--- config.mk ---
export PLATFORM = sky130hd
export DESIGN_NAME = interval_reservation_map_flat
export DESIGN_NICKNAME = d
export VERILOG_FILES = /design/src/design/irm_pkg.sv /design/src/design/irm_if.sv /design/src/design/irm_word_ram.sv /design/src/design/interval_reservation_map.sv /design/src/flat_wrapper.sv
export SDC_FILE = /design/constraint.sdc
export NUM_CORES = 1
export LEC_CHECK = 0
export BUFFER_PORTS_ARGS = -buffer_cell sky130_fd_sc_hd__buf_2
export CORE_ASPECT_RATIO = 0.9
export CORE_MARGIN = 4
export CORE_UTILIZATION = 31
export DETAILED_ROUTE_END_ITERATION = 10
export PLACE_DENSITY_LB_ADDON = 0.05
export SLEW_MARGIN = 30
export SYNTH_ARGS = -nofsm -noshare
export SYNTH_HDL_FRONTEND = slang
export SYNTH_SLANG_ARGS = --single-unit
--- constraint.sdc ---
create_clock -name clk -period 5 [get_ports clk]
set_clock_uncertainty 0.2 [all_clocks]
set_input_delay 0 -clock clk [delete_from_list [all_inputs] [get_ports clk]]
set_output_delay 0 -clock clk [all_outputs]
set_load 0.03 [all_outputs]
--- src/design/irm_pkg.sv ---
`default_nettype none

package irm_pkg;

  // request and result field widths
  localparam int START_W  = 10;
  localparam int END_W    = 11;
  localparam int STATUS_W = 2;

  // bitmap word geometry
  localparam int WORD_SH = 5;
  localparam int WORD_W  = 1 << WORD_SH;

  // default map size
  localparam int DEFAULT_SLOTS = 1024;

  typedef logic [START_W-1:0]  start_t;
  typedef logic [END_W-1:0]    end_t;
  typedef logic [STATUS_W-1:0] status_t;
  typedef logic [WORD_W-1:0]   word_t;
  typedef logic [WORD_SH-1:0]  bit_idx_t;

  // result codes
  localparam status_t STATUS_BOOKED  = 2'd0;
  localparam status_t STATUS_OVERLAP = 2'd1;
  localparam status_t STATUS_INVALID = 2'd2;

endpackage

`default_nettype wire

--- src/design/irm_if.sv ---
`default_nettype none

// request channel
interface irm_req_if;
  import irm_pkg::*;

  logic   valid;
  logic   ready;
  start_t start_slot;
  end_t   end_slot;

  modport source (output valid, output start_slot, output end_slot, input ready);
  modport sink (input valid, input start_slot, input end_slot, output ready);
endinterface

// result channel
interface irm_rsp_if;
  import irm_pkg::*;

  logic    valid;
  logic    ready;
  status_t status;

  modport source (output valid, output status, input ready);
  modport sink (input valid, input status, output ready);
endinterface

`default_nettype wire

--- src/design/irm_word_ram.sv ---
`default_nettype none

module irm_word_ram #(
  parameter int DEPTH  = 32,
  parameter int ADDR_W = 5,
  parameter int DATA_W = 32
) (
  input  wire logic              clk,
  input  wire logic              we,
  input  wire logic [ADDR_W-1:0] waddr,
  input  wire logic [DATA_W-1:0] wdata,
  input  wire logic [ADDR_W-1:0] raddr,
  output logic      [DATA_W-1:0] rdata
);

  logic [DATA_W-1:0] mem [DEPTH];

  // write port
  always_ff @(posedge clk) begin
    if (we) begin
      mem[waddr] <= wdata;
    end
  end

  // registered read port
  always_ff @(posedge clk) begin
    rdata <= mem[raddr];
  end

endmodule

`default_nettype wire

--- src/design/interval_reservation_map.sv ---
// operation: an invalid range is answered without touching the map; a valid range scans then sets
//   the n bitmap words it touches, one word per cycle through the registered ram read
//   (n up to 32 at the default size)
// throughput: one request at a time; the next request is taken once the result is queued
// reset: synchronous, clears control state and the per-word valid bits, so the
//   whole map reads as free right after reset; no clearing pass
`default_nettype none

module interval_reservation_map #(
  parameter int SLOTS = irm_pkg::DEFAULT_SLOTS
) (
  input wire logic clk,
  input wire logic rst,
  irm_req_if.sink   req,
  irm_rsp_if.source rsp
);

  import irm_pkg::*;

  // only slots below the largest end value can ever be touched
  localparam int MAX_END   = (1 << END_W) - 1;
  localparam int MAP_SLOTS = (SLOTS < MAX_END) ? SLOTS : MAX_END;
  localparam int WORDS     = (MAP_SLOTS + WORD_W - 1) / WORD_W;
  localparam int WA_W      = (WORDS > 1) ? $clog2(WORDS) : 1;

  localparam logic [1:0] S_IDLE = 2'd0;
  localparam logic [1:0] S_SCAN = 2'd1;
  localparam logic [1:0] S_SET  = 2'd2;
  localparam logic [1:0] S_FIN  = 2'd3;

  logic [1:0]      state;
  logic [1:0]      state_next;
  logic [WA_W-1:0] first_word;
  logic [WA_W-1:0] last_word;
  bit_idx_t        lo_bit;
  bit_idx_t        hi_bit;
  status_t         result;
  status_t         result_next;

  logic [WA_W-1:0] rd_addr;
  logic [WA_W-1:0] rd_addr_next;
  logic            issuing;
  logic            issuing_next;
  logic            rd_live;
  logic            rd_live_next;
  logic [WA_W-1:0] chk_addr;
  logic [WA_W-1:0] chk_addr_next;
  logic [WORDS-1:0] word_valid;

  logic            req_xfer;
  end_t            last_slot;
  logic            range_bad;
  logic            out_free;

  logic            ram_we;
  word_t           ram_rdata;
  word_t           cur_word;
  word_t           cur_mask;
  bit_idx_t        mask_lo;
  bit_idx_t        mask_hi;
  logic            hit;
  logic            at_last;

  assign req.ready = (state == S_IDLE);
  assign req_xfer  = req.valid && req.ready;
  assign last_slot = END_W'(req.end_slot - 1'b1);
  assign range_bad = (req.end_slot <= END_W'(req.start_slot)) ||
                     (req.end_slot > END_W'(MAP_SLOTS));
  assign out_free  = !rsp.valid || rsp.ready;

  // bitmap word store
  irm_word_ram #(
    .DEPTH  (WORDS),
    .ADDR_W (WA_W),
    .DATA_W (WORD_W)
  ) u_ram (
    .clk   (clk),
    .we    (ram_we),
    .waddr (chk_addr),
    .wdata (cur_word | cur_mask),
    .raddr (rd_addr),
    .rdata (ram_rdata)
  );

  // range bits that fall inside the word being checked
  always_comb begin
    mask_lo  = (chk_addr == first_word) ? lo_bit : '0;
    mask_hi  = (chk_addr == last_word) ? hi_bit : bit_idx_t'(WORD_W - 1);
    cur_mask = ({WORD_W{1'b1}} << mask_lo) &
               ({WORD_W{1'b1}} >> (bit_idx_t'(WORD_W - 1) - mask_hi));
    cur_word = word_valid[chk_addr] ? ram_rdata : '0;
    hit      = |(cur_word & cur_mask);
    at_last  = (chk_addr == last_word);
    ram_we   = (state == S_SET) && rd_live;
  end

  // sequencer: issue reads one word per cycle, check or update each word in the next cycle
  always_comb begin
    state_next    = state;
    result_next   = result;
    rd_addr_next  = rd_addr;
    issuing_next  = issuing;
    rd_live_next  = 1'b0;
    chk_addr_next = chk_addr;

    if ((state == S_SCAN || state == S_SET) && issuing) begin
      rd_live_next  = 1'b1;
      chk_addr_next = rd_addr;
      if (rd_addr == last_word) begin
        issuing_next = 1'b0;
      end else begin
        rd_addr_next = WA_W'(rd_addr + 1'b1);
      end
    end

    unique case (state)
      S_IDLE: begin
        if (req_xfer) begin
          rd_addr_next = WA_W'(req.start_slot[START_W-1:WORD_SH]);
          issuing_next = !range_bad;
          if (range_bad) begin
            result_next = STATUS_INVALID;
            state_next  = S_FIN;
          end else begin
            state_next = S_SCAN;
          end
        end
      end
      S_SCAN: begin
        if (rd_live) begin
          if (hit) begin
            result_next  = STATUS_OVERLAP;
            state_next   = S_FIN;
            issuing_next = 1'b0;
            rd_live_next = 1'b0;
          end else if (at_last) begin
            state_next   = S_SET;
            rd_addr_next = first_word;
            issuing_next = 1'b1;
            rd_live_next = 1'b0;
          end
        end
      end
      S_SET: begin
        if (rd_live && at_last) begin
          result_next = STATUS_BOOKED;
          state_next  = S_FIN;
        end
      end
      S_FIN: begin
        if (out_free) begin
          state_next = S_IDLE;
        end
      end
      default: begin
        state_next = S_IDLE;
      end
    endcase
  end

  // control registers
  always_ff @(posedge clk) begin
    if (rst) begin
      state      <= S_IDLE;
      issuing    <= 1'b0;
      rd_live    <= 1'b0;
      word_valid <= '0;
    end else begin
      state   <= state_next;
      issuing <= issuing_next;
      rd_live <= rd_live_next;
      if (ram_we) begin
        word_valid[chk_addr] <= 1'b1;
      end
    end
  end

  // request payload and pipeline addresses
  always_ff @(posedge clk) begin
    rd_addr  <= rd_addr_next;
    chk_addr <= chk_addr_next;
    result   <= result_next;
    if (req_xfer) begin
      first_word <= WA_W'(req.start_slot[START_W-1:WORD_SH]);
      last_word  <= WA_W'(last_slot[END_W-1:WORD_SH]);
      lo_bit     <= req.start_slot[WORD_SH-1:0];
      hi_bit     <= last_slot[WORD_SH-1:0];
    end
  end

  // result register
  always_ff @(posedge clk) begin
    if (rst) begin
      rsp.valid <= 1'b0;
    end else if (state == S_FIN && out_free) begin
      rsp.valid <= 1'b1;
    end else if (rsp.ready) begin
      rsp.valid <= 1'b0;
    end
  end

  always_ff @(posedge clk) begin
    if (state == S_FIN && out_free) begin
      rsp.status <= result;
    end
  end

endmodule

`default_nettype wire

--- src/flat_wrapper.sv ---
// flat-port wrapper written by rule: the top's interface ports become plain ports
module interval_reservation_map_flat import irm_pkg::*;
#(
  parameter int SLOTS = irm_pkg::DEFAULT_SLOTS
)
  (clk, rst, req_valid, req_start_slot, req_end_slot, req_ready, rsp_valid, rsp_status, rsp_ready);
  irm_req_if req_i ();
  irm_rsp_if rsp_i ();
  input wire logic clk;
  input wire logic rst;
  input wire logic [$bits(req_i.valid)-1:0] req_valid;
  input wire logic [$bits(req_i.start_slot)-1:0] req_start_slot;
  input wire logic [$bits(req_i.end_slot)-1:0] req_end_slot;
  output wire logic [$bits(req_i.ready)-1:0] req_ready;
  output wire logic [$bits(rsp_i.valid)-1:0] rsp_valid;
  output wire logic [$bits(rsp_i.status)-1:0] rsp_status;
  input wire logic [$bits(rsp_i.ready)-1:0] rsp_ready;
  assign req_i.valid = req_valid;
  assign req_i.start_slot = req_start_slot;
  assign req_i.end_slot = req_end_slot;
  assign req_ready = req_i.ready;
  assign rsp_valid = rsp_i.valid;
  assign rsp_status = rsp_i.status;
  assign rsp_i.ready = rsp_ready;
  interval_reservation_map #(.SLOTS(SLOTS)) u_core (.clk(clk), .rst(rst), .req(req_i), .rsp(rsp_i));
endmodule
== After elaboration in Yosys (flattened, before gate mapping) ==
Memories as Yosys holds them, arrays and structs flattened. A register that Yosys moved wholly into a read port is not among the register bits.
Cells that the tools add are included.
Storage, ports and cells
  bits in registers: 71
  RAM bits: 1024
  input port bits: 25
  output and inout bits: 4
  word-level logic and storage cells: 101
  memories: 1
Memories
  u_core.u_ram.mem: words 32, width 32, read ports 1, clocked after Yosys merged registers in 1, wr ports 1, line irm_word_ram.sv:16  | logic [DATA_W-1:0] mem [DEPTH];
Operators by class
  $add $sub $neg: 3
  magnitude comparators: 4
  equal/unequal tests: 13
  shifts and indexed selects: 2
  muxes and demuxes: 44
  bitwise gates (word level): 4
  reductions and logical operators: 17
Operators with widths (number)
  $and A32 B32 Y32: 2
  $or A32 B32 Y32: 2
  $mux W5: 8
  $mux W32: 1
  $reduce_or A32 Y1: 1
  $shl A32 B5 Y32 const A: 1
  $shr A32 B5 Y32 const A: 1
  $mux W2: 12
  $mux W1: 17
  $eq A5 B5 Y1: 3
  $gt A11 B11 Y1 const B: 1
  $le A11 B10 Y1: 1
  $pmux W5 S2: 1
  $sub A10 B1 Y10 const B: 1
  $pmux W2 S4: 1
  $logic_and A1 B1 Y1: 6
  $lt A5 B6 Y1 const B: 1
  $ne A2 B1 Y1 const B: 3
  $ne A2 B2 Y1 const B: 3
  $pmux W2 S3: 1
  $reduce_and A6 Y1: 1
  $add A5 B1 Y5 const B: 1
  $bmux W1 S5: 1
  $demux W1 S5: 1
  other kinds (12): 16

== Logic depth before layout (Yosys ltp) ==
  depth after elaboration: 10
  mapped depth: 11
  gate-level depth less buffers: 11

== Hierarchy ==
From an unflattened synthesis, not the netlist that was laid out.
Second synthesis, totals
  cell total of the unflattened synthesis: 2836
  area, all modules: 45309.7 µm²
By module, submodules not included
  irm_word_ram: times used 1, cells an instance 2260, area each 40491.3 µm², sequential area each 31390.1 µm²
  interval_reservation_map: times used 1, cells an instance 576, area each 4818.4 µm², sequential area each 1711.6 µm²

== Worst setup path after synthesis ==
OpenSTA, ideal clock, no wires.
  path kind: reg-to-reg
  start point: reg u_core.chk_addr[3]
  end point: mem u_core.u_ram.mem[0][10], data pin
  setup time: 0.454 ns
  arrival time: 3.154 ns
  required time: 4.346 ns
  setup slack: 1.192 ns
  stages on the path, launching flop included: 9
  buffers on the path: 2
  clock period less this slack: 3.808 ns
  cells stage by stage: edfxtp_1 buf_6 or3b_2 clkbuf_1 o22ai_1 nor4_1 mux2i_1 inv_1 o21ai_0
Between the ends
  longest elaborated chain between the ends: 6
  elaborated cells between the ends (all ways): 12
  classes of those cells: add/sub (1); eq/ne (2); shift (2); mux (5); bitwise (2)
Ends and longest elaborated chain
  start: declaration: line interval_reservation_map.sv:46  | logic [WA_W-1:0] chk_addr;
  start signal: assignment: line interval_reservation_map.sv:181  | chk_addr <= chk_addr_next;
  $eq A5 B5 Y1: line interval_reservation_map.sv:88  | mask_hi = (chk_addr == last_word) ? hi_bit : bit_idx_t'(WORD_W - 1);
  $mux W5: line interval_reservation_map.sv:88
  $sub A5 B5 Y5: line interval_reservation_map.sv:90  | ({WORD_W{1'b1}} >> (bit_idx_t'(WORD_W - 1) - mask_hi));
  $shr A32 B5 Y32: line interval_reservation_map.sv:90
  $and A32 B32 Y32: line interval_reservation_map.sv:89  | cur_mask = ({WORD_W{1'b1}} << mask_lo) &
  $or A32 B32 Y32 (*): line interval_reservation_map.sv:80  | .wdata (cur_word | cur_mask),
  via u_core.u_ram.wdata[10]: line irm_word_ram.sv:11  | input wire logic [DATA_W-1:0] wdata,
  end: declaration: line irm_word_ram.sv:16
Mark *: on every way through the listed nets, which the timed path passes. The rest lies on a longest branch. The select of a mux whose other input is x is not followed.

== Worst setup path after layout ==
  start point: reg u_core.chk_addr[1]
  end point: reg u_core.issuing
Between the ends
  longest elaborated chain between the ends: 10
  elaborated cells between the ends (all ways): 17
  classes of those cells: add/sub (1); eq/ne (2); shift (2); mux (9); bitwise (2); reduce/logical (1)
Ends and longest elaborated chain
  $eq A5 B5 Y1: line interval_reservation_map.sv:88, interval_reservation_map.sv:93
  $mux W5: line interval_reservation_map.sv:88
  $sub A5 B5 Y5: line interval_reservation_map.sv:90
  $shr A32 B5 Y32: line interval_reservation_map.sv:90
  $and A32 B32 Y32: line interval_reservation_map.sv:89
  $and A32 B32 Y32: line interval_reservation_map.sv:92  | hit = |(cur_word & cur_mask);
  $reduce_or A32 Y1: line interval_reservation_map.sv:92
  $mux W1 (*): line interval_reservation_map.sv:131  | if (hit) begin
  $mux W1 (*): line interval_reservation_map.sv:130  | if (rd_live) begin
  $pmux W1 S2 (*): line interval_reservation_map.sv:116  | unique case (state)
  end signal: assignment: line interval_reservation_map.sv:170  | issuing <= issuing_next;
  end: declaration: line interval_reservation_map.sv:42  | logic issuing;
Every way passes the cells marked *; elsewhere a longest branch is shown, timed or not. The select of a mux whose other input is x is not followed.
A chain may end at the register's enable or synchronous reset.

==> impl_results.md <==
* First-iteration detailed-routing DRC count at 2043
* Max Buffers Root-to-Sink at 3
* Sequential Power Share at 42.5%
* Endpoints failing hold at 0
* Pwr Density at 509 mW/mm2
* Max cap viols at 0
* Final worst path period share at 82.0%
* IO Count at 29
* Final worst slack at between 0.9 and 1 ns
* Wire length per cell at 32.0 um
* Cts bufs inserted at 120
* Diode count at 0
* Layout net count at ~2300
* FF+latch count, synth at ~1100
* Cell taking the most area after synthesis: edfxtp_1
* Startpoint Class: flip-flop
* Setup-violating endpoint count in the final report at 0
* Top-count cell post-synth: edfxtp_1
* Worst Path Arrival at 4.56 ns
* Commonest cells in the netlist: 1053 x edfxtp_1, 320 x mux4_2, 135 x nor2_1
* Internal power at around 19 mW
* 1st-pass router iterations at 5
* Hold path depth at 5
* Clock sink count at 1127
* Combinational Power Share at 24.3%
* P&R area growth vs syn at 17.6%
* Fmax at 0.244 GHz
* Syn avg cell area at 20.9 um2
* Drt drc at 0
* R2R setup slack at 0.90 ns
* Antenna Nets Post-Route at 0
* Ys async rst share at 0%
* Post-Syn Nets at between 2000 and 2500
* Reg2reg path depth at 10
* Share of post-route cells with drive strength above 1 at a little under a third
* DRT Wirelength at about 140000 um
* H-tree depth at 3
* Worst EP required at roughly 5.5 ns
* Die width at just over 400 um
* Post-CTS sizing at 0
* Clock root cell: clkbuf_16
* Min Hold Slack at just under 0.09 ns
* Via density at 5.17
* First-pass GRT wire length at 188000 um
* Initial Utilization at approximately 31%
* Total GRT Usage at 18.3%
* CP Class: reg -> reg
* Syn Std Cell Area at about 0.044 mm2
* Min cycle time layout at ~4 ns
* Core Region at ~0.14 mm2
* Clock share of power at 33.2%
* Post-synthesis cell count at about 2100
* Clock Pin Slew Worst Setup and Hold Paths at 0.06 ns
* Number of I/O port buffers at 28
* Post-Route Setup TNS at 0 ns
* Pre-CTS setup slack at 1.29 ns
* Row Count at 131
* EDFF count, synth at 1053
* Top_reg_cell synth: edfxtp_1
* Via count at 21995
* Psw at between 7 and 8 mW
* Largest net degree at the start of global routing at 56
* Crit path capture type: flip-flop
* Clock latency on the worst-skew pair at ~0.74 ns
* CP max FO at 11
* Vias in the first global route at 23008
* Initial antenna violation count at 6
* Switching share of total power at between 20% and 30%
* Slew Viols, Final at 0
* Pleak at about 16 nW
* Multi-input gate area at around 0.011 mm2
* Unrepaired setup endpoints after global routing: false
* Worst slew margin at 33.1%
* Status: finished clean
* Post-synth top area share at 71.4%
* Synth cell types at 71
* Utilization after layout at between 30% and 40%
* Yosys warns at 0
* Overall Power at 26.5 mW
* Synth area leaders: edfxtp_1 71%, mux4_2 16%, dfxtp_1 3.3%
* Worst-Margin Slew at 1.00 ns
* Peak VDD IR at 0.000289 V
* TritonCTS clock tree: built
* Hold/Removal Path Class: in -> reg
* DP HPWL at 74000 um
* Die ar. at 0.149 mm2
* Chip Height at ~370 um
* Fill cells at 12895
* Placer congestion estimate at 0.846
* Area occupied by registers at approximately 0.033 mm2
* Grt ovf at 0
* Seq/Total Area, Yosys at 74.7%
-- worst max-delay path: stages, from the launching register on --
cell and delay, ns:
edfxtp_1 0.59, xor2_1 0.26, nor3_1 0.28, nand2_1 0.37, o22ai_1 0.49, o2111ai_1 0.19
nor4_2 0.36, nand4_4 0.28, a31o_1 0.30, a31oi_1 0.14, dlygate4sd3_1 0.57
-- flip-flops by register name, summed over array words and instances, names as in the netlist --
| register | count |
|---|---|
| u_core.lo_bit | 5 |
| u_core.word_valid | 32 |
| u_core.rsp.status | 2 |
| u_core.result | 2 |
| u_core.first_word | 5 |
| u_core.state | 2 |
| u_core.u_ram.mem | 1024 |
| u_core.u_ram.rdata | 32 |
| u_core.last_word | 5 |
| u_core.rsp.valid | 1 |
| u_core.rd_addr | 5 |
| u_core.hi_bit | 5 |
| u_core.chk_addr | 5 |
| u_core.rd_live | 1 |
| u_core.issuing | 1 |
-- through the flow --
stage | instances | area [um2]
after floorplan | 2116 | 44300
after global placement | 3977 | 47600
after detailed placement | 3978 | 47600
after CTS | 4256 | 52000
after global routing | 4257 | 52100
final | 4257 | 52100
-- placed cells by master (no fill, tap or decap), types with 6 or more instances in the layout --
master / synthesis / routed
edfxtp_1: 1053 / 1053
mux4_2: 320 / 320
clkbuf_16: 0 / 122
nor2_1: 135 / 103
dfxtp_1: 74 / 69
buf_4: 4 / 59
dlygate4sd3_1: 0 / 54
nand2_1: 65 / 50
mux2_2: 37 / 37
clkbuf_1: 76 / 34
nor2_4: 0 / 32
inv_1: 31 / 31
o22ai_1: 28 / 28
buf_2: 7 / 28
buf_12: 0 / 27
clkinv_2: 0 / 23
xor2_1: 17 / 17
mux2i_1: 18 / 17
clkinv_1: 0 / 17
o21ai_0: 23 / 16
nand2_2: 1 / 16
ha_1: 16 / 16
o221ai_1: 15 / 15
nand3_1: 12 / 12
a21oi_1: 10 / 10
a21o_1: 12 / 10
clkbuf_8: 0 / 10
and2_1: 10 / 9
bufinv_16: 0 / 9
xnor2_1: 8 / 8
o211ai_1: 8 / 8
nand4_1: 8 / 8
o21ai_2: 0 / 7
nor2b_1: 6 / 6
-- metal layers --
layer | part of all wire [%] | wire length (um) | track usage [%]
met5 | 0.0081 | 11 | 0
met4 | 2.7 | 3740 | 4.99
met3 | 4.1 | 5650 | 3.07
met2 | 48 | 65200 | 29.5
met1 | 45 | 61600 | 25.6
-- worst paths after layout --
check / start / to
max reg2reg: u_core.chk_addr[1] / u_core.issuing
min: req_start_slot[8] / u_core.rd_addr[3]
min reg2reg: u_core.result[1] / u_core.rsp.status[1]
max: u_core.chk_addr[1] / u_core.issuing
-- power groups by stage --
stage / clock network (mW) / registers (mW) / logic, mW
finish: 8.80 / 11.3 / 6.43
global route: 9.48 / 11.3 / 6.92
CTS: 9.08 / 11.3 / 6.63
detailed placement: 0 / 11.5 / 6.58
global placement: 0 / 11.5 / 6.57
floorplan: 0 / 10.9 / 4.83
-- repair_timing --
action | 4_1_cts | 5_1_grt
setup endpoints to repair | 0 | 0
hold buffers | 54 | 0
setup buffers | 0 | 0
endpoints found under the hold margin | 86 | 0
-- logic make-up after synthesis --
group,after synthesis,synth area share [%]
mux,375,17.6
buf+inv,147,1.32
compound gates,143,2.34
fa+ha+maj,16,0.452
xor+xnor,25,0.494
flops,1127,74.7
simple gates,283,3.04
-- layout make-up --
class | count | area share (%)
Clock inverter | 58 | 1.07
Clock buffer | 166 | 6.37
Sequential cell | 1127 | 63.6
Timing Repair Buffer | 171 | 3.29
Multi-Input combinational cell | 842 | 21.0
Inverter | 31 | 0.223
Tap cell | 1862 | 4.47
No activity file was read; power rests on OpenSTA's default activity.
